===== config.mk =====
export PLATFORM = sky130hd
export DESIGN_NAME = windowed_moving_average_core_flat
export DESIGN_NICKNAME = d
export VERILOG_FILES = /design/src/rtl/core/wma_pkg.sv /design/src/rtl/core/wma_if.sv /design/src/rtl/core/wma_ring.sv /design/src/rtl/core/wma_div.sv /design/src/rtl/core/windowed_moving_average_core.sv /design/src/flat_wrapper.sv
export SDC_FILE = /design/constraint.sdc
export NUM_CORES = 1
export LEC_CHECK = 0
export BUFFER_PORTS_ARGS = -buffer_cell sky130_fd_sc_hd__buf_2
export CAP_MARGIN = 20
export CORE_MARGIN = 1.5
export CORE_UTILIZATION = 60
export CTS_BUF_LIST = sky130_fd_sc_hd__clkbuf_16
export DETAILED_ROUTE_END_ITERATION = 7
export MAX_ROUTING_LAYER = met4
export PLACE_DENSITY_LB_ADDON = 0.1
export SYNTH_ARGS = -nofsm -noshare
export SYNTH_HDL_FRONTEND = slang
export SYNTH_SLANG_ARGS = --single-unit

===== constraint.sdc =====
create_clock -name clk_i -period 8 [get_ports clk_i]
set_input_delay 1.6 -clock clk_i [delete_from_list [all_inputs] [get_ports clk_i]]
set_output_delay 1.6 -clock clk_i [all_outputs]
set_load 0.05 [all_outputs]

===== src/rtl/core/wma_pkg.sv =====
// shared constants and types of the windowed moving average core
package wma_pkg;

  // fixed field widths
  localparam int SampleW = 32;
  localparam int CountW  = 5;

  // sequencer states
  typedef enum logic [1:0] {
    StIdle,
    StRead,
    StDiv,
    StWait
  } state_e;

endpackage


===== src/rtl/core/wma_if.sv =====
// stream interfaces for the sample and result channels

// sample channel
interface wma_sample_if;
  logic                              valid;
  logic                              ready;
  logic signed [wma_pkg::SampleW-1:0] sample;

  modport source (output valid, output sample, input ready);
  modport sink (input valid, input sample, output ready);
endinterface

// result channel
interface wma_result_if;
  logic                              valid;
  logic                              ready;
  logic signed [wma_pkg::SampleW-1:0] average;
  logic [wma_pkg::CountW-1:0]         valid_count;

  modport source (output valid, output average, output valid_count, input ready);
  modport sink (input valid, input average, input valid_count, output ready);
endinterface


===== src/rtl/core/wma_ring.sv =====
// sample ring memory, one write port and one registered read port
module wma_ring #(
  parameter int Depth = 16,
  parameter int Width = 32,
  parameter int AddrW = 4
) (
  input  logic             clk_i,
  input  logic             wr_en_i,
  input  logic [AddrW-1:0] wr_addr_i,
  input  logic [Width-1:0] wr_data_i,
  input  logic             rd_en_i,
  input  logic [AddrW-1:0] rd_addr_i,
  output logic [Width-1:0] rd_data_o
);

  logic [Width-1:0] mem [Depth];
  logic [Width-1:0] rd_data_q;

  // write port
  always_ff @(posedge clk_i) begin
    if (wr_en_i) begin
      mem[wr_addr_i] <= wr_data_i;
    end
  end

  // registered read port
  always_ff @(posedge clk_i) begin
    if (rd_en_i) begin
      rd_data_q <= mem[rd_addr_i];
    end
  end

  assign rd_data_o = rd_data_q;

endmodule


===== src/rtl/core/wma_div.sv =====
// serial signed-by-unsigned divider, one quotient bit per cycle, truncates toward zero
module wma_div #(
  parameter int DividendW = 36,
  parameter int DivisorW  = 5,
  parameter int QuotW     = 32
) (
  input  logic                        clk_i,
  input  logic                        rst_ni,
  input  logic                        start_i,
  input  logic signed [DividendW-1:0] dividend_i,
  input  logic [DivisorW-1:0]         divisor_i,
  output logic                        done_o,
  output logic signed [QuotW-1:0]     quotient_o
);

  localparam int StepW = $clog2(DividendW + 1);

  logic                 busy_q;
  logic                 done_q;
  logic [StepW-1:0]     step_q;
  logic                 neg_q;
  logic [DividendW-1:0] mag_q;
  logic [DivisorW-1:0]  rem_q;
  logic [DivisorW-1:0]  dvsr_q;

  logic [DivisorW:0]    rem_sh;
  logic                 fits;
  logic [DivisorW:0]    rem_nx;
  logic [DividendW-1:0] quot_full;

  // one restoring step
  always_comb begin
    rem_sh = {rem_q, mag_q[DividendW-1]};
    fits   = rem_sh >= {1'b0, dvsr_q};
    rem_nx = fits ? (rem_sh - {1'b0, dvsr_q}) : rem_sh;
  end

  // control and datapath registers
  always_ff @(posedge clk_i or negedge rst_ni) begin
    if (!rst_ni) begin
      busy_q <= 1'b0;
      done_q <= 1'b0;
      step_q <= '0;
      neg_q  <= 1'b0;
      mag_q  <= '0;
      rem_q  <= '0;
      dvsr_q <= '0;
    end else if (start_i) begin
      busy_q <= 1'b1;
      done_q <= 1'b0;
      step_q <= '0;
      neg_q  <= dividend_i[DividendW-1];
      mag_q  <= dividend_i[DividendW-1] ? (-dividend_i) : dividend_i;
      rem_q  <= '0;
      dvsr_q <= divisor_i;
    end else if (busy_q) begin
      mag_q  <= {mag_q[DividendW-2:0], fits};
      rem_q  <= rem_nx[DivisorW-1:0];
      step_q <= step_q + StepW'(1);
      if (step_q == StepW'(DividendW - 1)) begin
        busy_q <= 1'b0;
        done_q <= 1'b1;
      end
    end else begin
      done_q <= 1'b0;
    end
  end

  // restore sign of the quotient
  assign quot_full  = neg_q ? (-mag_q) : mag_q;
  assign quotient_o = quot_full[QuotW-1:0];
  assign done_o     = done_q;

endmodule


===== src/rtl/core/windowed_moving_average_core.sv =====
// top level of the windowed moving average core
//
// Usage: each transaction on sample_i carries one signed 32-bit reading. The
// reading goes into a ring of WINDOW entries, replacing the oldest one once
// the ring is full, and a running sum of the valid entries is updated. Each
// reading produces exactly one transaction on result_o: the sum divided by
// the number of valid entries (truncated toward zero) and that count.
// Sequence: the ring read of the oldest entry is registered, the serial
// divider then steps once per bit of the running sum (32 + clog2(WINDOW)
// bits, 36 at WINDOW = 16), and the quotient is loaded into the output
// register. One sample is in work at a time; the next is accepted only once
// the previous result has been placed in the output register.
// Reset clears the write slot, the fill count and the running sum; the ring
// contents are never read before written and need no clearing.
// Backpressure: the result sits in an output register; a new sample is
// accepted while it waits. A finished result that cannot be placed because
// the register is still full holds the sequencer until result_o is taken.
module windowed_moving_average_core #(
  parameter int WINDOW = 16
) (
  input  logic                clk_i,
  input  logic                rst_ni,
  wma_sample_if.sink          sample_i,
  wma_result_if.source        result_o
);

  localparam int SampleW = wma_pkg::SampleW;
  localparam int CountW  = wma_pkg::CountW;
  localparam int IdxW    = (WINDOW > 1) ? $clog2(WINDOW) : 1;
  localparam int CntW    = $clog2(WINDOW + 1);
  localparam int SumW    = SampleW + $clog2(WINDOW);

  wma_pkg::state_e state_q, state_d;

  logic [IdxW-1:0]           slot_q, slot_d;
  logic [CntW-1:0]           filled_q, filled_d;
  logic signed [SumW-1:0]    total_q, total_d;
  logic signed [SampleW-1:0] sample_q;

  logic                      in_fire;
  logic                      ring_full;
  logic [SampleW-1:0]        old_data;
  logic signed [SumW-1:0]    old_ext;

  logic                      div_start;
  logic                      div_done;
  logic signed [SampleW-1:0] div_quot;

  logic                      out_free;
  logic                      out_load;
  logic                      out_valid_q;
  logic signed [SampleW-1:0] avg_q;
  logic [CountW-1:0]         cnt_q;

  assign in_fire   = sample_i.valid && sample_i.ready;
  assign ring_full = filled_q == CntW'(WINDOW);
  assign out_free  = !out_valid_q || result_o.ready;

  // sample ring
  wma_ring #(
    .Depth (WINDOW),
    .Width (SampleW),
    .AddrW (IdxW)
  ) u_ring (
    .clk_i     (clk_i),
    .wr_en_i   (state_q == wma_pkg::StRead),
    .wr_addr_i (slot_q),
    .wr_data_i (sample_q),
    .rd_en_i   (in_fire),
    .rd_addr_i (slot_q),
    .rd_data_o (old_data)
  );

  // running sum, fill count and write slot update
  always_comb begin
    old_ext  = ring_full ? SumW'($signed(old_data)) : '0;
    total_d  = total_q - old_ext + SumW'(sample_q);
    filled_d = ring_full ? filled_q : (filled_q + CntW'(1));
    slot_d   = (slot_q == IdxW'(WINDOW - 1)) ? '0 : (slot_q + IdxW'(1));
  end

  // mean divider
  wma_div #(
    .DividendW (SumW),
    .DivisorW  (CntW),
    .QuotW     (SampleW)
  ) u_div (
    .clk_i      (clk_i),
    .rst_ni     (rst_ni),
    .start_i    (div_start),
    .dividend_i (total_d),
    .divisor_i  (filled_d),
    .done_o     (div_done),
    .quotient_o (div_quot)
  );

  // next state
  always_comb begin
    state_d = state_q;
    unique case (state_q)
      wma_pkg::StIdle: if (in_fire) state_d = wma_pkg::StRead;
      wma_pkg::StRead: state_d = wma_pkg::StDiv;
      wma_pkg::StDiv: begin
        if (div_done) state_d = out_free ? wma_pkg::StIdle : wma_pkg::StWait;
      end
      wma_pkg::StWait: if (out_free) state_d = wma_pkg::StIdle;
      default: state_d = wma_pkg::StIdle;
    endcase
  end

  // state outputs
  always_comb begin
    sample_i.ready = 1'b0;
    div_start      = 1'b0;
    out_load       = 1'b0;
    unique case (state_q)
      wma_pkg::StIdle: sample_i.ready = 1'b1;
      wma_pkg::StRead: div_start = 1'b1;
      wma_pkg::StDiv:  out_load = div_done && out_free;
      wma_pkg::StWait: out_load = out_free;
      default: ;
    endcase
  end

  // control state
  always_ff @(posedge clk_i or negedge rst_ni) begin
    if (!rst_ni) begin
      state_q     <= wma_pkg::StIdle;
      slot_q      <= '0;
      filled_q    <= '0;
      total_q     <= '0;
      out_valid_q <= 1'b0;
    end else begin
      state_q <= state_d;
      if (state_q == wma_pkg::StRead) begin
        slot_q   <= slot_d;
        filled_q <= filled_d;
        total_q  <= total_d;
      end
      if (out_load) begin
        out_valid_q <= 1'b1;
      end else if (result_o.ready) begin
        out_valid_q <= 1'b0;
      end
    end
  end

  // payload registers
  always_ff @(posedge clk_i) begin
    if (in_fire) begin
      sample_q <= sample_i.sample;
    end
    if (out_load) begin
      avg_q <= div_quot;
      cnt_q <= CountW'(filled_q);
    end
  end

  assign result_o.valid       = out_valid_q;
  assign result_o.average     = avg_q;
  assign result_o.valid_count = cnt_q;

endmodule

===== src/flat_wrapper.sv =====
// flat-port wrapper written by rule: the top's interface ports become plain ports
module windowed_moving_average_core_flat 
#(
  parameter int WINDOW = 16
)
  (clk_i, rst_ni, sample_i_valid, sample_i_sample, sample_i_ready, result_o_valid, result_o_average, result_o_valid_count, result_o_ready);
  wma_sample_if sample_i_i ();
  wma_result_if result_o_i ();
  input  logic clk_i;
  input  logic rst_ni;
  input wire logic [$bits(sample_i_i.valid)-1:0] sample_i_valid;
  input wire logic [$bits(sample_i_i.sample)-1:0] sample_i_sample;
  output wire logic [$bits(sample_i_i.ready)-1:0] sample_i_ready;
  output wire logic [$bits(result_o_i.valid)-1:0] result_o_valid;
  output wire logic [$bits(result_o_i.average)-1:0] result_o_average;
  output wire logic [$bits(result_o_i.valid_count)-1:0] result_o_valid_count;
  input wire logic [$bits(result_o_i.ready)-1:0] result_o_ready;
  assign sample_i_i.valid = sample_i_valid;
  assign sample_i_i.sample = sample_i_sample;
  assign sample_i_ready = sample_i_i.ready;
  assign result_o_valid = result_o_i.valid;
  assign result_o_average = result_o_i.average;
  assign result_o_valid_count = result_o_i.valid_count;
  assign result_o_i.ready = result_o_ready;
  windowed_moving_average_core #(.WINDOW(WINDOW)) u_core (.clk_i(clk_i), .rst_ni(rst_ni), .sample_i(sample_i_i), .result_o(result_o_i));
endmodule

==> results of run 1 <==
[flip-flops by register name (all words and copies together), names as in the netlist, 2 cells and up]
| signal | flops |
|---|---|
| u_core.u_div.mag_q | 36 |
| u_core.u_ring.mem | 512 |
| u_core.u_div.step_q | 6 |
| u_core.u_div.rem_q | 5 |
| u_core.u_div.dvsr_q | 5 |
| u_core.result_o.valid_count | 5 |
| u_core.total_q | 35 |
| u_core.sample_q | 32 |
| u_core.slot_q | 4 |
| u_core.u_ring.rd_data_o | 32 |
| u_core.state_q | 2 |
| u_core.result_o.average | 32 |
[layout make-up]
class,count,area share
repair buffers,102,0.0169
clock inverters,55,0.0122
well taps,688,0.0244
clock buffers,75,0.0531
multi-input cells,1066,0.287
inverters,160,0.0170
flip-flops and latches,710,0.590
[worst max path at each step]
stage	to	slack, ns	cells past startpoint
6_report	u_core.u_div.mag_q[35]	2.35	18
5_1_grt	u_core.u_div.mag_q[35]	1.88	20
4_1_cts	u_core.u_div.mag_q[35]	2.28	17
3_5_place_dp	u_core.u_div.mag_q[35]	2.30	17
3_3_place_gp	u_core.u_div.mag_q[35]	2.50	17
2_1_floorplan	u_core.u_div.mag_q[34]	3.02	22
[layout by cell type, fill, tap and decap left out, types with 7 or more instances in the layout]
cell and instances:
and3_1 11, dfrtp_1 92, clkinv_1 17, clkbuf_16 75, xnor2_1 65, buf_4 28
or3_1 11, nor3_1 15, fa_1 36, and2_1 38, mux4_2 160, and2_2 16
o21a_1 8, a31oi_1 7, xor2_1 31, nand3_1 15, ha_1 51, nor2b_1 27
o21ai_0 86, a211oi_1 36, inv_1 175, buf_2 73, mux2i_1 13, nor2_1 70
o31ai_1 17, nand2_1 109, a21oi_1 84, nand4_1 18, edfxtp_1 613, a21o_1 17
clkinv_2 8, or4_1 10
[per-stage QoR]
stage               utilization  power (W)  hold WS, ns  instances  area (µm²)
floorplan                     -     0.0101        0.449       2031       31900
global placement          0.628     0.0116        0.467       2726       33000
detailed placement        0.628     0.0117        0.470       2726       33000
CTS                       0.672     0.0150        0.484       2856       35300
global route              0.672     0.0159        0.504       2856       35300
finish                    0.672     0.0150        0.484       2856       35300
[power groups by stage]
stage	Sequential [W]	Clock [W]	Combinational (W)
3_5_place_dp	0.00523	0	0.00646
3_3_place_gp	0.00521	0	0.00638
6_report	0.00516	0.00327	0.00653
2_1_floorplan	0.00521	0	0.00490
4_1_cts	0.00516	0.00333	0.00651
5_1_grt	0.00523	0.00347	0.00718
[routing by layer]
layer,vias up,wire length [µm]
li1,7883,-
met4,0,1240
met2,613,33000
met3,90,4330
met1,8979,30500
met5,-,0
[cell families after synthesis]
family / Yosys count / synth area share
flops: 710 / 0.653
simple gates: 377 / 0.0609
compound gates: 330 / 0.0679
buf+inv: 255 / 0.0312
mux: 176 / 0.118
xor+xnor: 96 / 0.0263
fa+ha+maj: 87 / 0.0426
[worst reg2reg max path: cells and delay by family, from the launching register on]
kind | cells | cell delay [ns]
xor+xnor | 1 | 0.33
fa+ha+maj | 3 | 1.17
buf+inv | 3 | 0.39
simple gates | 9 | 2.46
flops | 1 | 0.42
compound gates | 2 | 0.74
==> impl_metrics.yaml, run 1 <==
run_status:
  status: "completed"
critical_path:
  start_kind: "flip-flop"
  cp_data_required_time_ns: 8.47
  critPathKind: "reg -> reg"
  crit_chain: "inv_1, ha_1, nand2_1, nor3_2, buf_4, and2_1, fa_1, inv_1, ha_1, nand2_1, or4_4, a211oi_1, nor2_2, xor2_1, nand4_1, nor4b_2, nand4_1, o31ai_1"
  worst-path-max-fanout: 34
  crit_slowest_cell: "nor4b_2"
  crit_path_max_incr_delay_ns: 0.76
  crit_arrival_ns: 6.12
  reg2reg_depth: 18
  r2r-end: "u_core.u_div.mag_q[35]"
  critPathCaptureType: "flip-flop"
  path_buf_inv: 3
  r2r-start: "u_core.u_div.dvsr_q[0]"
  crit_path_start: "u_core.u_div.dvsr_q[0]"
  cpLargestDelayFamily: "simple AND/OR/NAND/NOR gates"
  reg2reg_slack_ns: 2.35
global_routing:
  groute.usage.overall: 0.272
  grt_max_degree: 111
  grtUsageMet2: 0.414
  top_usage_layer: "met2"
  grt_pass1_wl_um: 106000
  antenna_found_initial: 0
  first_global_vias: 17800
  grt.overflow.total: 0
  grtUsageMet1: 0.390
  use_met3: 0.0398
power:
  combPwrFrac: 0.436
  power.density_nw_per_um2: 423
  p_seq_frac: 0.345
  clkPwrFrac: 0.219
  p_int_w: 0.00918
  switchingPower_w: 0.00578
  vdd_drop_max_mv: 0.291
  swShare: 0.386
  p_leak_nw: 12.5
job:
  drv_cap: 0
sta:
  fin_crit_ns: 5.65
  max_freq_mhz: 177
  slew_headroom: 0.274
  rsz0062_at_grt: "false"
  layout_setup_ws_ns: 2.35
  tightest_slew_ns: 1.09
  fin_crit_sh: 0.706
  final-hold-violation-count: 0
  tns_ns: 0
  finalMaxSlewViolations: 0
  finalSetupViolations: 0
  finalClockSkew_ns: 0.0244
floorplan:
  core_um2: 52600
  die-area_um2: 54600
  rows: 84
  die_h_um: 234
  initial_utilization: 0.607
  io-pin-count: 75
  die_w_um: 234
final_layout:
  fill_cells: 3567
  regArea_um2: 20800
  multi_input_area_um2: 10100
  area_growth_pct: 10.7
  final_nets: 2235
  antennaDiodeCount: 0
  drive_gt1_frac: 0.191
detailed_routing:
  routed_wl_um: 69100
  drc: 0
  drtPass1Iterations: 8
  drtIter0Drc: 1726
  ant_nets: 0
  via_count: 17600
  wl_per_cell_um: 24.2
  via_per_inst: 6.15
clock_tree:
  cts-root-buf: "clkbuf_16"
  clk_latency_ns: 0.61
  h-tree-depth: 3
  cts-hold-fix-buffers: 0
  clockBufferDepth: 3
  cts_sinks: 710
  postCtsSetupBuffers: 0
  cts_buffers: 72
  path_clk_slew_ns: 0.06
  cts_tree: "yes"
  cts_resized: 0
yosys:
  synthFlopType: "edfxtp_1"
  synth_cells: 2031
  synth_edf_count: 613
  syn-num-nets: 2154
  yosysTopAreaCellShare: 0.577
  yosys-top-cells-count: "613 x edfxtp_1, 160 x inv_1, 160 x mux4_2"
  synth_cell_types: 81
  synth_area_leaders: "edfxtp_1 58%, mux4_2 11%, dfrtp_1 7.6%"
  ys_seq_area_frac: 0.653
  async_flop_share: 0.137
  ys_ff_latch: 710
  avgSynthCellArea_um2: 15.7
  syn_area_um2: 31900
  yosysWarnings: 0
  yosysTopAreaCell: "edfxtp_1"
  yosysMostFrequentCell: "edfxtp_1"
placement:
  place_congestion: 0.930
  port_buffers: 74
  post-place-ws_ns: 2.30
  hpwl_um: 41100
min_path:
  worstHoldEndpoint: "u_core.total_q[27]"
  min-delay-start: "u_core.total_q[27]"
  hold_depth: 1
  worst_hold_path_type: "reg -> reg"
Power figures use the tool's default switching activity.
==> run 2, diff against run 1 <==
- ABC_AREA: unset -> 1
- CORE_UTILIZATION: 60 -> 57
- clock period: 8 -> 4.7 ns (I/O delays scaled with it)
==> impl_metrics.yaml, run 2 <==
global_routing:
  grt_max_degree: 203
  grt.overflow.total: 0
  antenna_found_initial: 1
  grt_pass1_wl_um: 134000
  first_global_vias: 22900
  groute.usage.overall: 0.307
yosys:
  avgSynthCellArea_um2: 10.4
  yosysWarnings: 0
  async_flop_share: 0.137
  ys_ff_latch: 710
  syn-num-nets: 3322
  synth_edf_count: 613
  yosysTopAreaCellShare: 0.554
  yosys-top-cells-count: "613 x edfxtp_1, 535 x nand2_1, 439 x nor2_1"
  yosysMostFrequentCell: "edfxtp_1"
  ys_seq_area_frac: 0.627
  syn_area_um2: 33200
  synth_cells: 3199
  synth_cell_types: 52
  synth_area_leaders: "edfxtp_1 55%, dfrtp_1 7.3%, nand2_1 6.0%"
  yosysTopAreaCell: "edfxtp_1"
  synthFlopType: "edfxtp_1"
critical_path:
  critPathCaptureType: "flip-flop"
  crit_chain: "inv_1, ha_1, nand4_1, buf_12, nor2_1, fa_1, inv_1, ha_1, nand2_1, nor2_1, nand2_1, inv_1, nand2_2, nand2_2, nand2_1, nand2_1, nand2_1, nor2_2, inv_1, nor2_1, nand3_1, nand2_1, nand4_1, nand3_1"
  start_kind: "flip-flop"
  reg2reg_depth: 24
  critPathKind: "reg -> reg"
  crit_path_max_incr_delay_ns: 0.49
  path_buf_inv: 5
  cp_data_required_time_ns: 5.25
  cpLargestDelayFamily: "simple AND/OR/NAND/NOR gates"
  crit_arrival_ns: 4.90
  crit_cells: 24
  cp_common_cell: "nand2_1"
  worst-path-max-fanout: 32
  crit_slowest_cell: "fa_1"
  reg2reg_slack_ns: 0.35
final_layout:
  final_common_cell: "edfxtp_1"
  fill_cells: 4558
  final_nets: 3398
  drive_gt1_frac: 0.106
  area_growth_pct: 11.8
  stdcell_count: 4099
  largest_reg_flops: 512
  final_cell_mix: "613 x edfxtp_1, 535 x nand2_1, 420 x nor2_1, 395 x inv_1, 308 x o21ai_0"
  antennaDiodeCount: 0
  top_register: "u_core.u_ring.mem"
  reg_top3: "u_core.u_ring.mem x512, u_core.u_div.mag_q x36, u_core.total_q x35"
min_path:
  worst_hold_path_type: "in -> async"
placement:
  post-place-ws_ns: 0.431
  hpwl_um: 55400
  port_buffers: 74
  dp.cells: 3964
  place_congestion: 0.962
detailed_routing:
  routed_wl_um: 87300
  ant_nets: 0
  drtPass1Iterations: 6
  drtIter0Drc: 2302
  via_per_inst: 5.74
  via_count: 23500
  drc: 0
  wl_per_cell_um: 21.3
clock_tree:
  path_clk_slew_ns: 0.06
  h-tree-depth: 3
  clk_latency_ns: 0.64
  cts_sinks: 710
  cts-root-buf: "clkbuf_16"
  postCtsSetupBuffers: 0
  cts-hold-fix-buffers: 0
  clockBufferDepth: 3
  cts_buffers: 74
  cts_resized: 0
  cts_tree: "yes"
power:
  clkPwrFrac: 0.461
  p_int_w: 0.0101
  power.density_nw_per_um2: 339
  switchingPower_w: 0.00254
  p_seq_frac: 0.536
  p_leak_nw: 14.9
  swShare: 0.201
  combPwrFrac: 0.003
  vdd_drop_max_mv: 0.406
floorplan:
  die_h_um: 244
  io-pin-count: 75
  core_um2: 57700
  initial_utilization: 0.576
  rows: 88
  die-area_um2: 59800
  die_w_um: 244
sta:
  fin_crit_ns: 4.35
  slew_headroom: 0.316
  final-hold-violation-count: 0
  finalMaxSlewViolations: 0
  fin_crit_sh: 0.925
  max_freq_mhz: 230
  finalSetupViolations: 0
  tightest_slew_ns: 1.03
  finalClockSkew_ns: 0.0332
  tns_ns: 0
  rsz0062_at_grt: "false"
  layout_setup_ws_ns: 0.351
run_status:
  status: "completed"
job:
  drv_cap: 0
run 2: cell type report:
cell class	instances	area, µm²	share of cell area
Sequential cell	710	20800	0.561
Inverter	398	1500	0.0404
Clock inverter	61	591	0.0159
Multi-Input combinational cell	1962	10600	0.284
Timing Repair Buffer	129	848	0.0228
Clock buffer	74	1850	0.0498
Tap cell	765	957	0.0258
run 2: final timing paths:
path / start / endpoint
setup / recovery: u_core.u_div.dvsr_q[1] / u_core.u_div.mag_q[26]
hold / removal: rst_ni / u_core.u_div.step_q[2]
setup reg to reg: u_core.u_div.dvsr_q[1] / u_core.u_div.mag_q[26]
hold reg to reg: u_core.u_div.dvsr_q[3] / u_core.result_o.valid_count[3]
max in group asynchronous: rst_ni / u_core.u_div.rem_q[4]
min in group clk_i: u_core.u_div.dvsr_q[3] / u_core.result_o.valid_count[3]
run 2: cell families after synthesis:
family / share of synthesized area
simple gates: 0.163
flops: 0.627
compound gates: 0.0972
buf+inv: 0.0601
fa+ha+maj: 0.0409
xor+xnor: 0.0124
run 2: power groups by stage:
stage	Sequential [W]	Clock [W]	Combinational, W
2_1_floorplan	0.00689	0	0.000000169
3_3_place_gp	0.00689	0	0.0000336
3_5_place_dp	0.00689	0	0.0000341
4_1_cts	0.00676	0.00588	0.0000341
5_1_grt	0.00676	0.00613	0.0000379
6_report	0.00676	0.00582	0.0000327
run 2: per-layer routing:
| layer | vias to the layer above | GRT usage | wire length [µm] |
|---|---|---|---|
| li1 | 11100 | - | - |
| met1 | 11400 | 0.420 | 37500 |
| met2 | 891 | 0.476 | 40900 |
| met3 | 162 | 0.0428 | 6210 |
| met4 | 0 | 0.103 | 2660 |
| met5 | - | - | 0 |
run 2: stage by stage:
step | cell area, µm² | total power, W | hold WS, ns | util
floorplan | 33200 | 0.00689 | 0.425 | -
global placement | 34700 | 0.00692 | 0.429 | 0.602
CTS | 37200 | 0.0127 | 0.413 | 0.644
global route | 37200 | 0.0129 | 0.442 | 0.644
detailed placement | 34700 | 0.00693 | 0.447 | 0.602
finish | 37200 | 0.0126 | 0.400 | 0.644
==> run 3, diff against run 2 <==
- SETUP_SLACK_MARGIN: unset -> 0.5
==> impl_metrics.yaml, run 3 (same netlist as run 2, synthesis figures left out) <==
run_status:
  status: "completed"
placement:
  place_congestion: 0.962
  hpwl_um: 55400
  port_buffers: 74
floorplan:
  rows: 88
  die_h_um: 244
  io-pin-count: 75
  die_w_um: 244
  initial_utilization: 0.576
  die-area_um2: 59800
  core_um2: 57700
power:
  power.density_nw_per_um2: 335
  swShare: 0.202
  combPwrFrac: 0.003
  clkPwrFrac: 0.461
  p_seq_frac: 0.536
  p_int_w: 0.0101
  switchingPower_w: 0.00254
  vdd_drop_max_mv: 0.401
  p_leak_nw: 15.0
clock_tree:
  cts_tree: "yes"
  cts-root-buf: "clkbuf_16"
  cts_buffers: 74
  path_clk_slew_ns: 0.06
  clk_latency_ns: 0.64
  h-tree-depth: 3
  cts_sinks: 710
  cts-hold-fix-buffers: 0
  clockBufferDepth: 3
critical_path:
  cp_common_cell: "nand2_2"
  worst-path-max-fanout: 16
  crit_arrival_ns: 4.54
  crit_chain: "inv_1, ha_1, nand4_1, buf_6, buf_12, nor2_2, fa_1, inv_1, ha_1, nand2_1, nand2_1, a21oi_2, nand2_2, nand2_2, nand2_2, nand2_1, nand2_2, nor2_4, nand3_2, nor3_2, nand3_1, nand3_1, nand3b_1"
  critPathCaptureType: "flip-flop"
  critPathKind: "reg -> reg"
  crit_path_max_incr_delay_ns: 0.47
  cp_data_required_time_ns: 5.20
  r2r-end: "u_core.u_div.mag_q[23]"
  reg2reg_slack_ns: 0.66
  reg2reg_depth: 23
  crit_slowest_cell: "fa_1"
  start_kind: "flip-flop"
  r2r-start: "u_core.u_div.dvsr_q[0]"
  cp-endpoint: "u_core.u_div.mag_q[23]"
  crit_path_start: "u_core.u_div.dvsr_q[0]"
sta:
  final-hold-violation-count: 0
  finalMaxSlewViolations: 0
  rsz0062_at_grt: "true"
  tightest_slew_ns: 1.02
  tns_ns: 0
  fin_crit_sh: 0.859
  max_freq_mhz: 248
  fin_crit_ns: 4.04
  finalSetupViolations: 0
  slew_headroom: 0.317
  finalClockSkew_ns: 0.0331
job:
  drv_cap: 0
final_layout:
  final_nets: 3410
  reg_top3: "u_core.u_ring.mem x512, u_core.u_div.mag_q x36, u_core.total_q x35"
  top_register: "u_core.u_ring.mem"
  final_cell_mix: "613 x edfxtp_1, 516 x nand2_1, 402 x nor2_1, 391 x inv_1, 307 x o21ai_0"
  final_common_cell: "edfxtp_1"
  fin_util: 0.653
  drive_gt1_frac: 0.133
  area_growth_pct: 13.3
  largest_reg_flops: 512
detailed_routing:
  drc: 0
  via_per_inst: 5.80
  ant_nets: 0
  routed_wl_um: 88200
  drtPass1Iterations: 6
  drtIter0Drc: 2262
  wl_per_cell_um: 21.4
  via_count: 23800
global_routing:
  groute.usage.overall: 0.307
  grt_max_degree: 203
  grt.overflow.total: 0
  first_global_vias: 22900
  antenna_found_initial: 1
  grt_pass1_wl_um: 134000
min_path:
  worst_hold_path_type: "in -> async"
## run 3: power groups by stage
| stage | sequential, W | clock [W] | combinational (W) |
|---|---|---|---|
| final | 0.00676 | 0.00582 | 0.0000327 |
| after global routing | 0.00676 | 0.00613 | 0.0000379 |
| after CTS | 0.00676 | 0.00588 | 0.0000341 |
| after detailed placement | 0.00689 | 0 | 0.0000341 |
| after global placement | 0.00689 | 0 | 0.0000336 |
| after floorplan | 0.00689 | 0 | 0.000000169 |
## run 3: area by class of cell
class	instances	area [µm²]
repair buffers	140	963
inverters	398	1520
multi-input cells	1962	10900
clock inverters	61	591
diodes	1	2.50
clock buffers	74	1850
fillers	4529	20000
flip-flops and latches	710	20800
repair inverters	1	8.76
well taps	765	957
## run 3: routing by layer
| layer | routed length (µm) | track usage |
|---|---|---|
| met5 | 0 | - |
| met4 | 2790 | 0.103 |
| met3 | 6840 | 0.0428 |
| met2 | 41400 | 0.476 |
| met1 | 37100 | 0.420 |
## run 3: how the worst min path moves through the flow
stage / startpoint / depth (start not counted) / endpoint
global placement: u_core.u_div.dvsr_q[3] / 0 / u_core.result_o.valid_count[3]
finish: rst_ni / 1 / u_core.u_div.step_q[2]
floorplan: u_core.u_div.dvsr_q[3] / 0 / u_core.result_o.valid_count[3]
global route: sample_i_sample[20] / 1 / u_core.sample_q[20]
detailed placement: u_core.u_div.dvsr_q[3] / 0 / u_core.result_o.valid_count[3]
CTS: rst_ni / 1 / u_core.u_div.done_o
## run 3: through the flow
step / worst slack (ns) / instances / total power [W] / instance area [µm²] / hold slack (ns)
after global routing: 0.448 / 4111 / 0.0129 / 37700 / 0.442
after global placement: 0.463 / 3964 / 0.00692 / 34700 / 0.429
after floorplan: 0.816 / 3199 / 0.00689 / 33200 / 0.425
after CTS: 0.515 / 4099 / 0.0127 / 37200 / 0.413
after detailed placement: 0.431 / 3964 / 0.00693 / 34700 / 0.447
final: 0.663 / 4112 / 0.0126 / 37700 / 0.396
## run 3: critical path: cells and delay by family (launching register included)
| kind | cells | cell delay [ns] |
|---|---|---|
| flops | 1 | 0.39 |
| compound gates | 1 | 0.20 |
| simple gates | 15 | 1.83 |
| buf+inv | 4 | 0.44 |
| fa+ha+maj | 3 | 1.03 |
## run 3: repair_timing
item	in CTS	in global routing
setup buffers	0	9
gates cloned	0	3
setup endpoints to repair	11	35
pin swaps	0	12
gates resized for setup	8	99
